--- src/rtl/core/rma_pkg.sv ---
// rma_pkg: shared constants, types and helper functions of the register map allocator
// no dependencies; used by the interfaces, the top level, the checker and the testbench
package rma_pkg;

  // size of the physical pool and of the map
  localparam int MAX_REGS = 32;
  localparam int IDX_W    = (MAX_REGS > 1) ? $clog2(MAX_REGS) : 1;
  localparam int CNT_W    = $clog2(MAX_REGS + 1);

  // field widths fixed by the word format
  localparam int OP_W    = 1;
  localparam int VREG_W  = 32;
  localparam int PHYS_W  = 5;
  localparam int STAT_W  = 2;
  localparam int COUNT_W = 6;
  localparam int MASK_W  = 32;

  // configuration port
  localparam int CFG_AW = 3;
  localparam int CFG_DW = 32;
  localparam int CFG_IW = CFG_AW - 2;
  localparam logic [CFG_IW-1:0] REG_IDX_COUNT = '0;

  // opcodes
  localparam logic [OP_W-1:0] OP_ALLOC = 1'b0;
  localparam logic [OP_W-1:0] OP_FREE  = 1'b1;

  // status codes
  localparam logic [STAT_W-1:0] ST_OK         = 2'd0;
  localparam logic [STAT_W-1:0] ST_NO_FREE    = 2'd1;
  localparam logic [STAT_W-1:0] ST_NOT_MAPPED = 2'd2;

  // one map entry as stored in the ram
  typedef struct packed {
    logic [VREG_W-1:0] virt;
    logic [IDX_W-1:0]  phys;
  } entry_t;

  // count in use: zero reads as one, anything above the pool as the pool size
  function automatic logic [CNT_W-1:0] eff_count(input logic [COUNT_W-1:0] cnt);
    logic [CNT_W-1:0] res;
    if (cnt == '0) begin
      res = CNT_W'(1);
    end else if (cnt > COUNT_W'(MAX_REGS)) begin
      res = CNT_W'(MAX_REGS);
    end else begin
      res = CNT_W'(cnt);
    end
    return res;
  endfunction

  // low n bits set
  function automatic logic [MASK_W-1:0] low_mask(input logic [CNT_W-1:0] n);
    logic [MASK_W:0] wide;
    wide = ((MASK_W + 1)'(1) << n) - (MASK_W + 1)'(1);
    return wide[MASK_W-1:0];
  endfunction

endpackage

--- src/rtl/core/rma_if.sv ---
// rma_in_if / rma_out_if: valid-ready channels for request and result words
// depends on rma_pkg for field widths
interface rma_in_if;
  import rma_pkg::*;

  logic              valid;
  logic              ready;
  logic [OP_W-1:0]   opcode;
  logic [VREG_W-1:0] vreg_num;

  modport source (output valid, output opcode, output vreg_num, input ready);
  modport sink   (input valid, input opcode, input vreg_num, output ready);
endinterface

interface rma_out_if;
  import rma_pkg::*;

  logic              valid;
  logic              ready;
  logic [PHYS_W-1:0] phys_reg;
  logic [STAT_W-1:0] status;

  modport source (output valid, output phys_reg, output status, input ready);
  modport sink   (input valid, input phys_reg, input status, output ready);
endinterface

--- src/rtl/core/rma_ram.sv ---
// rma_ram: generic single write port, single read port ram with registered read
// no dependencies
module rma_ram #(
  parameter int WIDTH = 8,
  parameter int DEPTH = 32,
  parameter int AW    = (DEPTH > 1) ? $clog2(DEPTH) : 1
) (
  input  logic             clk,
  input  logic             we,
  input  logic [AW-1:0]    waddr,
  input  logic [WIDTH-1:0] wdata,
  input  logic [AW-1:0]    raddr,
  output logic [WIDTH-1:0] rdata
);

  logic [WIDTH-1:0] mem_r [DEPTH];

  always_ff @(posedge clk) begin
    if (we) begin
      mem_r[waddr] <= wdata;
    end
    rdata <= mem_r[raddr];
  end

endmodule

--- src/rtl/core/register_map_allocator.sv ---
// register_map_allocator: virtual to physical register map with a free bitmap
// one word at a time: the input stays closed until the result enters the output register
// one compare unit walks the map ram, one entry a cycle, up to the first hit or the last entry in use
// reset: synchronous active-low rst_n sets count to 32, empties the map, marks all registers free
// a count write empties the map at once and frees the low eff_count(count) registers
// depends on rma_pkg, rma_if (channels) and rma_ram (map storage)
module register_map_allocator (
  input  logic                       clk,
  input  logic                       rst_n,
  rma_in_if.sink                     in_ch,
  rma_out_if.source                  out_ch,
  input  logic                       cfg_psel,
  input  logic                       cfg_penable,
  input  logic                       cfg_pwrite,
  input  logic [rma_pkg::CFG_AW-1:0] cfg_paddr,
  input  logic [rma_pkg::CFG_DW-1:0] cfg_pwdata,
  output logic [rma_pkg::CFG_DW-1:0] cfg_prdata,
  output logic                       cfg_pready
);
  import rma_pkg::*;

  localparam logic [1:0] S_IDLE   = 2'd0;
  localparam logic [1:0] S_SCAN   = 2'd1;
  localparam logic [1:0] S_FINISH = 2'd2;

  logic [1:0]         state_r, state_nxt;
  logic [OP_W-1:0]    op_r;
  logic [VREG_W-1:0]  vreg_r;
  logic [CNT_W-1:0]   a_r;
  logic [IDX_W-1:0]   c_r;
  logic               pipe_r;
  logic               hit_r;
  logic [IDX_W-1:0]   hidx_r;
  logic [IDX_W-1:0]   hphys_r;
  logic               slot_ok_r;
  logic [IDX_W-1:0]   slot_r;
  logic               free_ok_r;
  logic [IDX_W-1:0]   free_r;
  logic [MAX_REGS-1:0] valid_r;
  logic [MASK_W-1:0]  free_mask_r;
  logic [COUNT_W-1:0] pool_count_r;
  logic               out_valid_r;
  logic [PHYS_W-1:0]  out_phys_r;
  logic [STAT_W-1:0]  out_status_r;

  logic [CNT_W-1:0]   n_eff;
  logic               in_acc;
  logic               issue;
  entry_t             rd_ent;
  entry_t             wr_ent;
  logic               cmp_go;
  logic               match;
  logic               last;
  logic               can_out;
  logic               finish_go;
  logic               do_alloc;
  logic               cfg_wr;
  logic [PHYS_W-1:0]  res_phys;
  logic [STAT_W-1:0]  res_status;

  // handshake and scan control
  assign n_eff     = eff_count(pool_count_r);
  assign in_ch.ready = (state_r == S_IDLE);
  assign in_acc    = in_ch.valid && (state_r == S_IDLE);
  assign issue     = (state_r == S_SCAN) && (a_r < n_eff);
  assign cmp_go    = (state_r == S_SCAN) && pipe_r;
  assign match     = cmp_go && valid_r[c_r] && (rd_ent.virt == vreg_r);
  assign last      = cmp_go && (CNT_W'(c_r) == (n_eff - CNT_W'(1)));
  assign can_out   = !out_valid_r || out_ch.ready;
  assign finish_go = (state_r == S_FINISH) && can_out;
  assign do_alloc  = (op_r == OP_ALLOC) && !hit_r && slot_ok_r && free_ok_r;

  // map storage, one entry read per cycle during the scan
  assign wr_ent.virt = vreg_r;
  assign wr_ent.phys = free_r;

  rma_ram #(
    .WIDTH ($bits(entry_t)),
    .DEPTH (MAX_REGS)
  ) u_map_ram (
    .clk   (clk),
    .we    (finish_go && do_alloc),
    .waddr (slot_r),
    .wdata (wr_ent),
    .raddr (a_r[IDX_W-1:0]),
    .rdata (rd_ent)
  );

  // sequencer
  always_comb begin
    state_nxt = state_r;
    case (state_r)
      S_IDLE: begin
        if (in_acc) state_nxt = S_SCAN;
      end
      S_SCAN: begin
        if (match || last) state_nxt = S_FINISH;
      end
      S_FINISH: begin
        if (can_out) state_nxt = S_IDLE;
      end
      default: state_nxt = S_IDLE;
    endcase
  end

  // result of the finished word
  always_comb begin
    res_phys   = '0;
    res_status = ST_OK;
    if (op_r == OP_ALLOC) begin
      if (hit_r) begin
        res_phys = PHYS_W'(hphys_r);
      end else if (do_alloc) begin
        res_phys = PHYS_W'(free_r);
      end else begin
        res_status = ST_NO_FREE;
      end
    end else begin
      if (hit_r) begin
        res_phys = PHYS_W'(hphys_r);
      end else begin
        res_status = ST_NOT_MAPPED;
      end
    end
  end

  // configuration port
  assign cfg_pready = 1'b1;
  assign cfg_wr     = cfg_psel && cfg_penable && cfg_pwrite &&
                      (cfg_paddr[CFG_AW-1:2] == REG_IDX_COUNT);
  assign cfg_prdata = (cfg_paddr[CFG_AW-1:2] == REG_IDX_COUNT) ?
                      CFG_DW'(pool_count_r) : '0;

  // control state
  always_ff @(posedge clk) begin
    if (!rst_n) begin
      state_r      <= S_IDLE;
      pipe_r       <= 1'b0;
      a_r          <= '0;
      hit_r        <= 1'b0;
      slot_ok_r    <= 1'b0;
      free_ok_r    <= 1'b0;
      valid_r      <= '0;
      free_mask_r  <= low_mask(CNT_W'(MAX_REGS));
      pool_count_r <= COUNT_W'(MAX_REGS);
      out_valid_r  <= 1'b0;
    end else begin
      state_r <= state_nxt;

      // new word starts a fresh scan
      if (in_acc) begin
        a_r       <= '0;
        pipe_r    <= 1'b0;
        hit_r     <= 1'b0;
        slot_ok_r <= 1'b0;
        free_ok_r <= 1'b0;
      end else if (state_r == S_SCAN) begin
        if (issue) begin
          a_r <= a_r + CNT_W'(1);
        end
        pipe_r <= issue;
        if (match) begin
          hit_r <= 1'b1;
        end else if (cmp_go) begin
          if (!valid_r[c_r]) slot_ok_r <= 1'b1;
          if (free_mask_r[c_r]) free_ok_r <= 1'b1;
        end
      end

      // commit map update and hand the word to the output register
      if (finish_go) begin
        out_valid_r <= 1'b1;
        if (do_alloc) begin
          valid_r[slot_r]     <= 1'b1;
          free_mask_r[free_r] <= 1'b0;
        end else if (op_r == OP_FREE && hit_r) begin
          valid_r[hidx_r]      <= 1'b0;
          free_mask_r[hphys_r] <= 1'b1;
        end
      end else if (out_ch.ready) begin
        out_valid_r <= 1'b0;
      end

      // count write empties the map
      if (cfg_wr) begin
        pool_count_r <= cfg_pwdata[COUNT_W-1:0];
        valid_r      <= '0;
        free_mask_r  <= low_mask(eff_count(cfg_pwdata[COUNT_W-1:0]));
      end
    end
  end

  // payload registers
  always_ff @(posedge clk) begin
    if (in_acc) begin
      op_r   <= in_ch.opcode;
      vreg_r <= in_ch.vreg_num;
    end
    if (issue) begin
      c_r <= a_r[IDX_W-1:0];
    end
    if (match) begin
      hidx_r  <= c_r;
      hphys_r <= rd_ent.phys;
    end else if (cmp_go) begin
      if (!valid_r[c_r] && !slot_ok_r) slot_r <= c_r;
      if (free_mask_r[c_r] && !free_ok_r) free_r <= c_r;
    end
    if (finish_go) begin
      out_phys_r   <= res_phys;
      out_status_r <= res_status;
    end
  end

  assign out_ch.valid    = out_valid_r;
  assign out_ch.phys_reg = out_phys_r;
  assign out_ch.status   = out_status_r;

endmodule

--- src/flat_wrapper.sv ---
// flat-port wrapper written by rule: the top's interface ports become plain ports
module register_map_allocator_flat import rma_pkg::*;
  (clk, rst_n, cfg_psel, cfg_penable, cfg_pwrite, cfg_paddr, cfg_pwdata, cfg_prdata, cfg_pready, in_ch_valid, in_ch_opcode, in_ch_vreg_num, in_ch_ready, out_ch_valid, out_ch_phys_reg, out_ch_status, out_ch_ready);
  rma_in_if in_ch_i ();
  rma_out_if out_ch_i ();
  input  logic clk;
  input  logic rst_n;
  input  logic cfg_psel;
  input  logic cfg_penable;
  input  logic cfg_pwrite;
  input  logic [rma_pkg::CFG_AW-1:0] cfg_paddr;
  input  logic [rma_pkg::CFG_DW-1:0] cfg_pwdata;
  output logic [rma_pkg::CFG_DW-1:0] cfg_prdata;
  output logic cfg_pready;
  input wire logic [$bits(in_ch_i.valid)-1:0] in_ch_valid;
  input wire logic [$bits(in_ch_i.opcode)-1:0] in_ch_opcode;
  input wire logic [$bits(in_ch_i.vreg_num)-1:0] in_ch_vreg_num;
  output wire logic [$bits(in_ch_i.ready)-1:0] in_ch_ready;
  output wire logic [$bits(out_ch_i.valid)-1:0] out_ch_valid;
  output wire logic [$bits(out_ch_i.phys_reg)-1:0] out_ch_phys_reg;
  output wire logic [$bits(out_ch_i.status)-1:0] out_ch_status;
  input wire logic [$bits(out_ch_i.ready)-1:0] out_ch_ready;
  assign in_ch_i.valid = in_ch_valid;
  assign in_ch_i.opcode = in_ch_opcode;
  assign in_ch_i.vreg_num = in_ch_vreg_num;
  assign in_ch_ready = in_ch_i.ready;
  assign out_ch_valid = out_ch_i.valid;
  assign out_ch_phys_reg = out_ch_i.phys_reg;
  assign out_ch_status = out_ch_i.status;
  assign out_ch_i.ready = out_ch_ready;
  register_map_allocator u_core (.clk(clk), .rst_n(rst_n), .in_ch(in_ch_i), .out_ch(out_ch_i), .cfg_psel(cfg_psel), .cfg_penable(cfg_penable), .cfg_pwrite(cfg_pwrite), .cfg_paddr(cfg_paddr), .cfg_pwdata(cfg_pwdata), .cfg_prdata(cfg_prdata), .cfg_pready(cfg_pready));
endmodule
--- config.mk ---
export PLATFORM = sky130hd
export DESIGN_NAME = register_map_allocator_flat
export DESIGN_NICKNAME = d
export VERILOG_FILES = /design/src/rtl/core/rma_pkg.sv /design/src/rtl/core/rma_if.sv /design/src/rtl/core/rma_ram.sv /design/src/rtl/core/register_map_allocator.sv /design/src/flat_wrapper.sv
export SDC_FILE = /design/constraint.sdc
export NUM_CORES = 2
export LEC_CHECK = 0
export BUFFER_PORTS_ARGS = -buffer_cell sky130_fd_sc_hd__buf_4
export CAP_MARGIN = 15
export CORE_ASPECT_RATIO = 2
export CORE_MARGIN = 4
export CORE_UTILIZATION = 55
export DETAILED_ROUTE_END_ITERATION = 7
export PLACE_DENSITY = 0.79
export RECOVER_POWER = 50
export SLEW_MARGIN = 20
export SYNTH_ARGS = -nofsm -noshare
export SYNTH_HDL_FRONTEND = slang
export SYNTH_SLANG_ARGS = --single-unit
export TNS_END_PERCENT = 10
--- constraint.sdc ---
create_clock -name clk -period 4.3 [get_ports clk]
set_input_delay 0.43 -clock clk [delete_from_list [all_inputs] [get_ports clk]]
set_output_delay 0.43 -clock clk [all_outputs]
set_load 0.02 [all_outputs]
Yosys cells after proc, flatten, opt, wreduce, memory -nomap -nowiden
Memories as Yosys holds them, arrays and structs flattened. A register that Yosys moved wholly into a read port is not among the register bits.
Index checks and enable logic that the tools add are counted.
{ "op_classes": {"multipliers": 0, "mux": 41, "n_eq_ne": 7, "bitwise": 11, "n_reduce_logical": 46, "shifts": 1, "n_addsub": 3, "n_div": 0, "magnitude_cmp": 12} }
{ "ops": {"columns": ["op", "n"], "rows": [
  ["$mux 32", 6],
  ["$and 32x32->32", 2],
  ["$not 32->32", 2],
  ["$or 32x32->32", 2],
  ["$mux 6", 7],
  ["$eq 32x32->1", 1],
  ["$shl 1x6->32 const A", 1],
  ["$sub 32x2->32 const B", 1],
  ["$lt 5x6->1 const B", 5],
  ["$logic_and 1x1->1", 21],
  ["$demux 1 s5", 4],
  ["$ge 5x1->1 const B", 4],
  ["$mux 5", 4],
  ["$gt 6x6->1 const B", 2],
  ["$logic_not 6->1", 2],
  ["$mux 2", 6],
  ["$mux 1", 11],
  ["$bmux 1 s5", 2],
  ["$reduce_and 3->1", 3],
  ["$reduce_and 2->1", 4],
  ["$reduce_and 4->1", 2],
  ["$add 6x1->6 const B", 1],
  ["$eq 5x6->1", 1],
  ["$lt 6x6->1", 1],
  ["other kinds (13)", 26]
]} }
{ "totals": {"input_bits": 75, "elab_cells": 141, "memories": 1, "out_inout_bits": 42, "rom_bits": 0, "latch_bits": 0, "regBits": 148, "mem_bits_rw": 1184} }
{ "mem_list": {"columns": ["name", "depth", "word_bits", "read_ports", "rd_ports_with_merged_regs", "wr", "line", "text"], "rows": [
  ["u_core.u_map_ram.mem_r", 32, 37, 1, 1, 1, "rma_ram.sv:16", "logic [WIDTH-1:0] mem_r [DEPTH];"]
]} }

Longest topological paths before layout
{ "depth": {"ltp_word": 9, "mapped_depth": 10, "mapped_depth_nobuf": 9} }

Modules after synthesis
Synthesis repeated with hierarchy kept, for this count alone.
{ "unflattened": {"cells_unflattened": 3453, "hier_area_um2": 54920.2} }
{ "modules_own_cells": {"columns": ["module", "n_inst", "seq_area_each_um2", "area_per_inst_um2", "cells_each"], "rows": [
  ["rma_ram", 1, 36294.8, 46847.4, 2605],
  ["register_map_allocator", 1, 3613.5, 8072.7, 848]
]} }

Worst setup path after synthesis
No wires, ideal clock.
{ "synth_timing": {"kind": "flip-flop to flip-flop", "start": "register u_core.hit_r", "end": "register u_core.valid_r[3]", "path_stages_with_launch": 8, "setup_slack_ps": 855, "setup_ps": 73, "t_required_ps": 4227, "path_buffers": 1, "arrival_time_ps": 3372, "synth_period_minus_slack_ps": 3445, "path_cell_list": "dfxtp_1 > buf_2 > nand4bb_1 > nor3_2 > nand3_1 > nor2_1 > o32ai_1 > nor2_1"} }
{ "synth_via": {"elab_chain_len": 6, "elab_cells_between_ends": 8, "classes_between": "mux: 1; reduce/logical: 7"} }
{ "synth_lines": {"columns": ["item", "line", "text"], "rows": [
  ["from (decl)", "register_map_allocator.sv:32", "logic hit_r;"],
  ["from (signal assigned)", "register_map_allocator.sv:140", "hit_r <= 1'b0;"],
  ["from (signal assigned)", "register_map_allocator.sv:154", "hit_r <= 1'b0;"],
  ["from (signal assigned)", "register_map_allocator.sv:163", "hit_r <= 1'b1;"],
  ["$logic_not 1->1", "register_map_allocator.sv:71", "assign do_alloc = (op_r == OP_ALLOC) && !hit_r && slot_ok_r && free_ok_r;"],
  ["$logic_and 1x1->1 (3 in a row)", "register_map_allocator.sv:71", null],
  ["$reduce_bool 2->1 (no source line)", null, null],
  ["$reduce_and 2->1 (no source line)", null, null],
  ["to (signal assigned)", "register_map_allocator.sv:143", "valid_r <= '0;"],
  ["to (signal, indexed assignment)", "register_map_allocator.sv:174", "valid_r[slot_r] <= 1'b1;"],
  ["to (signal, indexed assignment)", "register_map_allocator.sv:177", "valid_r[hidx_r] <= 1'b0;"],
  ["to (decl)", "register_map_allocator.sv:39", "logic [MAX_REGS-1:0] valid_r;"]
]} }
Several ways; a longest one is shown, not always the timed one.
A chain may end at the register's enable or synchronous reset.

Final worst setup path
{ "layout_timing": {"start": "register u_core.vreg_r[24]", "end": "register u_core.free_r[2], enable pin"} }
{ "layout_via": {"elab_chain_len": 4} }
{ "layout_lines": {"columns": ["item", "line", "text"], "rows": [
  ["from (decl)", "register_map_allocator.sv:28", "logic [VREG_W-1:0] vreg_r;"],
  ["from (signal assigned)", "register_map_allocator.sv:197", "vreg_r <= in_ch.vreg_num;"],
  ["$eq 32x32->1", "register_map_allocator.sv:67", "assign match = cmp_go && valid_r[c_r] && (rd_ent.virt == vreg_r);"],
  ["$logic_and 1x1->1", "register_map_allocator.sv:67", null],
  ["via u_core.match", "register_map_allocator.sv:52", "logic match;"],
  ["$not 1->1 (no source line)", null, null],
  ["$reduce_and 3->1 (no source line)", null, null],
  ["to (signal assigned)", "register_map_allocator.sv:207", "if (free_mask_r[c_r] && !free_ok_r) free_r <= c_r;"],
  ["to (decl)", "register_map_allocator.sv:38", "logic [IDX_W-1:0] free_r;"]
]} }
The timed path passes the listed nets, and every way through them passes these cells.

==> out/metrics.csv <==
stage;metric;value;unit
synth;post-synthesis sequential area ratio;74.32;%
clock_tree;Sink Count;1369;
detailed_routing;wire length per cell;34.63;um
detailed_routing;drt initial violations;3795;
hold_path;hold path endpoint;u_core.pool_count_r[1];
synth;Syn Area/Cell;20.60;um^2
floorplan;Ports;117;
finish;Final Core Density;62.57;%
timing;worst hold slack;53.40;ps
synth;compound-cell area share of the yosys netlist;2.989;%
timing;relative slew slack;-45.19;%
clock_tree;Num CTS Buffers;110;
placed_design;dpl ws;1073;ps
floorplan;FP Rows;161;
worst_setup_path;R2R Path End;u_core.free_r[2];
placed_design;area post-placement;56480;um^2
finish;fraction of layout cells with a size suffix above 1;26.65;%
placed_design;GP Congestion;0.9459;
outcome;failing checks;capacitance limit, slew limit;
pwr;IR drop worst, VDD;0.0003263;V
outcome;status;finished with violations;
detailed_routing;first drt pass iteration count;5;
global_routing;first-pass GRT wire length;205600;um
synth;most frequent cell after synthesis;edfxtp_1;
worst_setup_path;crit path cell chain;clkbuf_1 -> xnor2_1 -> nand4_1 -> nor4_1 -> nand4_1 -> nor2_1 -> buf_4 -> nor3b_1;
global_routing;initial antenna violation count;1;
synth;area leader, netlist;edfxtp_1;
synth;ys async rst share;0;%
synth;Mapped Cells;2607;
worst_setup_path;CP max-delay cell;clkbuf_1;
worst_setup_path;CP Launch Type;register;
finish;Regs by FF count;u_core.u_map_ram.mem_r: 1184 flops, u_core.u_map_ram.rdata: 37 flops;
worst_setup_path;crit end category;register;
clock_tree;clock root buffer master;clkbuf_16;
placed_design;HPWL Detailed;76780;um
pwr;Pwr Total;27.35;mW
finish;max reg flops;1184;
synth;synth warn;0;
timing;FMAX;268.0;MHz
worst_setup_path;CP Data Required Time;4640;ps
floorplan;core area;96690;um^2
timing;setup violators final;0;
timing;Fin Clk Skew;24.74;ps
pwr;Lkg Pwr;18.42;nW
worst_setup_path;Reg2Reg Depth;8;
timing;Final Hold Vio Count;0;
synth;post-synth cell types;68;
finish;filler instances;6323;
timing;max-slew violations;299;
global_routing;vias in the first global route;29090;
finish;Final Instance Count excl. Fillers;4116;
worst_setup_path;Arrival @ worst endpoint;4070;ps
worst_setup_path;R2R Path Start;u_core.vreg_r[24];
job;MaxCap Viol Count;9;
synth;Post-Synth Adder-Cell Area;0.1864;%
clock_tree;Clock Latency Late Sink;720;ps
synth;largest family of logic cells by synthesized area;multiplexers;
floorplan;height of the die;449.9;um
hold_path;worst hold start;cfg_pwdata[1];
worst_setup_path;r2r setup slk;570;ps
timing;Final WS setup;569.3;ps
synth;Yosys top cell area share;69.84;%
synth;post-synthesis mux area share;17.00;%
timing;RSZ-0062 raised after global routing;no;
hold_path;Hold/Removal Path Class;primary input to register;
clock_tree;clock slew at reported path FFs;70;ps
worst_setup_path;crit path max fanout;33;
finish;NumNets Final;2880;
detailed_routing;DRT Wirelength;142500;um
worst_setup_path;CP Class;register to register;
floorplan;die footprint;103000;um^2
global_routing;largest net degree at the start of global routing;53;
worst_setup_path;biggest cell delay along the critical path;1110;ps
synth;Synth Flop Type;edfxtp_1;
detailed_routing;vias;28250;
synth;Post-synth top cells;edfxtp_1, mux4_2, dfxtp_1;
synth;Post-synth EDFFs;1249;
global_routing;gr usage total;27.61;%
worst_setup_path;Crit path max-delay family;buffers and inverters;
hold_path;Cells on Worst Hold Path;3;
floorplan;Initial Util;55.54;%
detailed_routing;DRC errors left;0;
placed_design;Port Buffers;61;
worst_setup_path;Buf/Inv on CP;2;
placed_design;cell count after placement;3872;
finish;final instance area;60500;um^2
pwr;Pwr Density;452.0;nW/um^2
finish;area delta synth->final;12.67;%
detailed_routing;via/cell ratio;6.864;
global_routing;total grt overflow;0;
synth;post-synthesis simple-gate area fraction;3.139;%
synth;#FFs+latches synth;1369;
timing;Slew @ Worst Pin;2177;ps
synth;post-synthesis xor/xnor area fraction;0.7176;%
synth;mapped cell area;53700;um^2
synth;top post-synthesis cells by area;edfxtp_1, mux4_2, dfxtp_1;
detailed_routing;ANT nets after route;0;
timing;fin crit share;86.76;%
floorplan;Die W;228.9;um
timing;Final min period;3731;ps
finish;largest register by flop count;u_core.u_map_ram.mem_r;
clock_tree;number of H-tree levels;3;
worst_setup_path;Most Frequent Cell on Critical Path;nand4_1;
clock_tree;clock buffer depth;3;
clock_tree;CTS tree;yes;
timing;sum of negative setup slack;0;ps
==> power by group <==
part,internal [mW],leakage (nW),switching [mW]
Sequential,14.7,12.2,0.132
Clock,6.15,1.90,4.77
Combinational,0.709,4.29,0.890
==> worst max path at each step <==
stage / from / to / slack, ps / cells after the start
after detailed placement: u_core.hit_r / u_core.u_map_ram.mem_r[18][26] / 1070 / 5
after global routing: u_core.vreg_r[24] / u_core.free_r[0] / 450 / 8
after CTS: u_core.vreg_r[31] / u_core.free_r[0] / 1030 / 7
after global placement: u_core.hit_r / u_core.u_map_ram.mem_r[8][9] / 1120 / 5
final: u_core.vreg_r[24] / u_core.free_r[2] / 570 / 8
after floorplan: u_core.hit_r / u_core.valid_r[3] / 860 / 7
==> cell usage in the layout (no fill, tap or decap), types with 23 or more instances in the layout <==
| master | instances |
|---|---|
| edfxtp_1 | 1249 |
| mux4_2 | 377 |
| dfxtp_1 | 116 |
| clkbuf_16 | 113 |
| clkbuf_1 | 79 |
| nand2_1 | 78 |
| buf_4 | 70 |
| a21oi_1 | 61 |
| nor2_1 | 47 |
| o21ai_1 | 38 |
| mux2_2 | 38 |
| xnor2_1 | 38 |
| nand3_1 | 33 |
| dlygate4sd3_1 | 33 |
| buf_12 | 31 |
| nor2_4 | 28 |
| conb_1 | 28 |
| clkbuf_4 | 26 |
| nor3_1 | 23 |
==> layer usage <==
layer	GRT usage (%)	routed length, um	share of wire (%)	vias to the layer above
met2	48.68	75920	53	2055
met5	0	0	0	-
li1	-	-	-	11190
met3	4.794	12790	9.0	444
met1	32.39	45050	32	14570
met4	14.55	8762	6.1	0
==> kinds of logic (layout without fill, tap and decap cells) <==
kind of cell             after synthesis  in the layout
XOR/XNOR                              44             44
adder cells (fa/ha/maj)                8              8
multiplexers                         436            436
AO/OA/AOI/OAI                        241            241
flip-flops                          1369           1369
other                                  2             29
buffers and inverters                178            438
AND/OR/NAND/NOR                      329            329
==> layout make-up <==
| cell class | count | area, um^2 | area share [%] |
|---|---|---|---|
| tap | 1222 | 1529 | 2.527 |
| sequential | 1369 | 39920 | 65.98 |
| inverter | 12 | 45.04 | 0.07445 |
| multi-input combinational | 1086 | 13220 | 21.85 |
| clock buffer | 145 | 3038 | 5.021 |
| clock inverter | 63 | 853.3 | 1.410 |
| timing repair buffer | 218 | 1892 | 3.127 |
| antenna | 1 | 2.502 | 0.004136 |
==> repair_timing <==
item                      4_1_cts  5_1_grt
buffers inserted                0        0
hold buffers                   33        0
resized for setup               0        0
hold endpoints to repair       33        0
==> worst reg2reg max path: stages, from the launching register on <==
cell and delay [ps]:
edfxtp_1 320, clkbuf_1 1110, xnor2_1 420, nand4_1 210
nor4_1 100, nand4_1 170, nor2_1 60, buf_4 200
nor3b_1 760
Note: power is estimated with default switching activity, not from simulation.
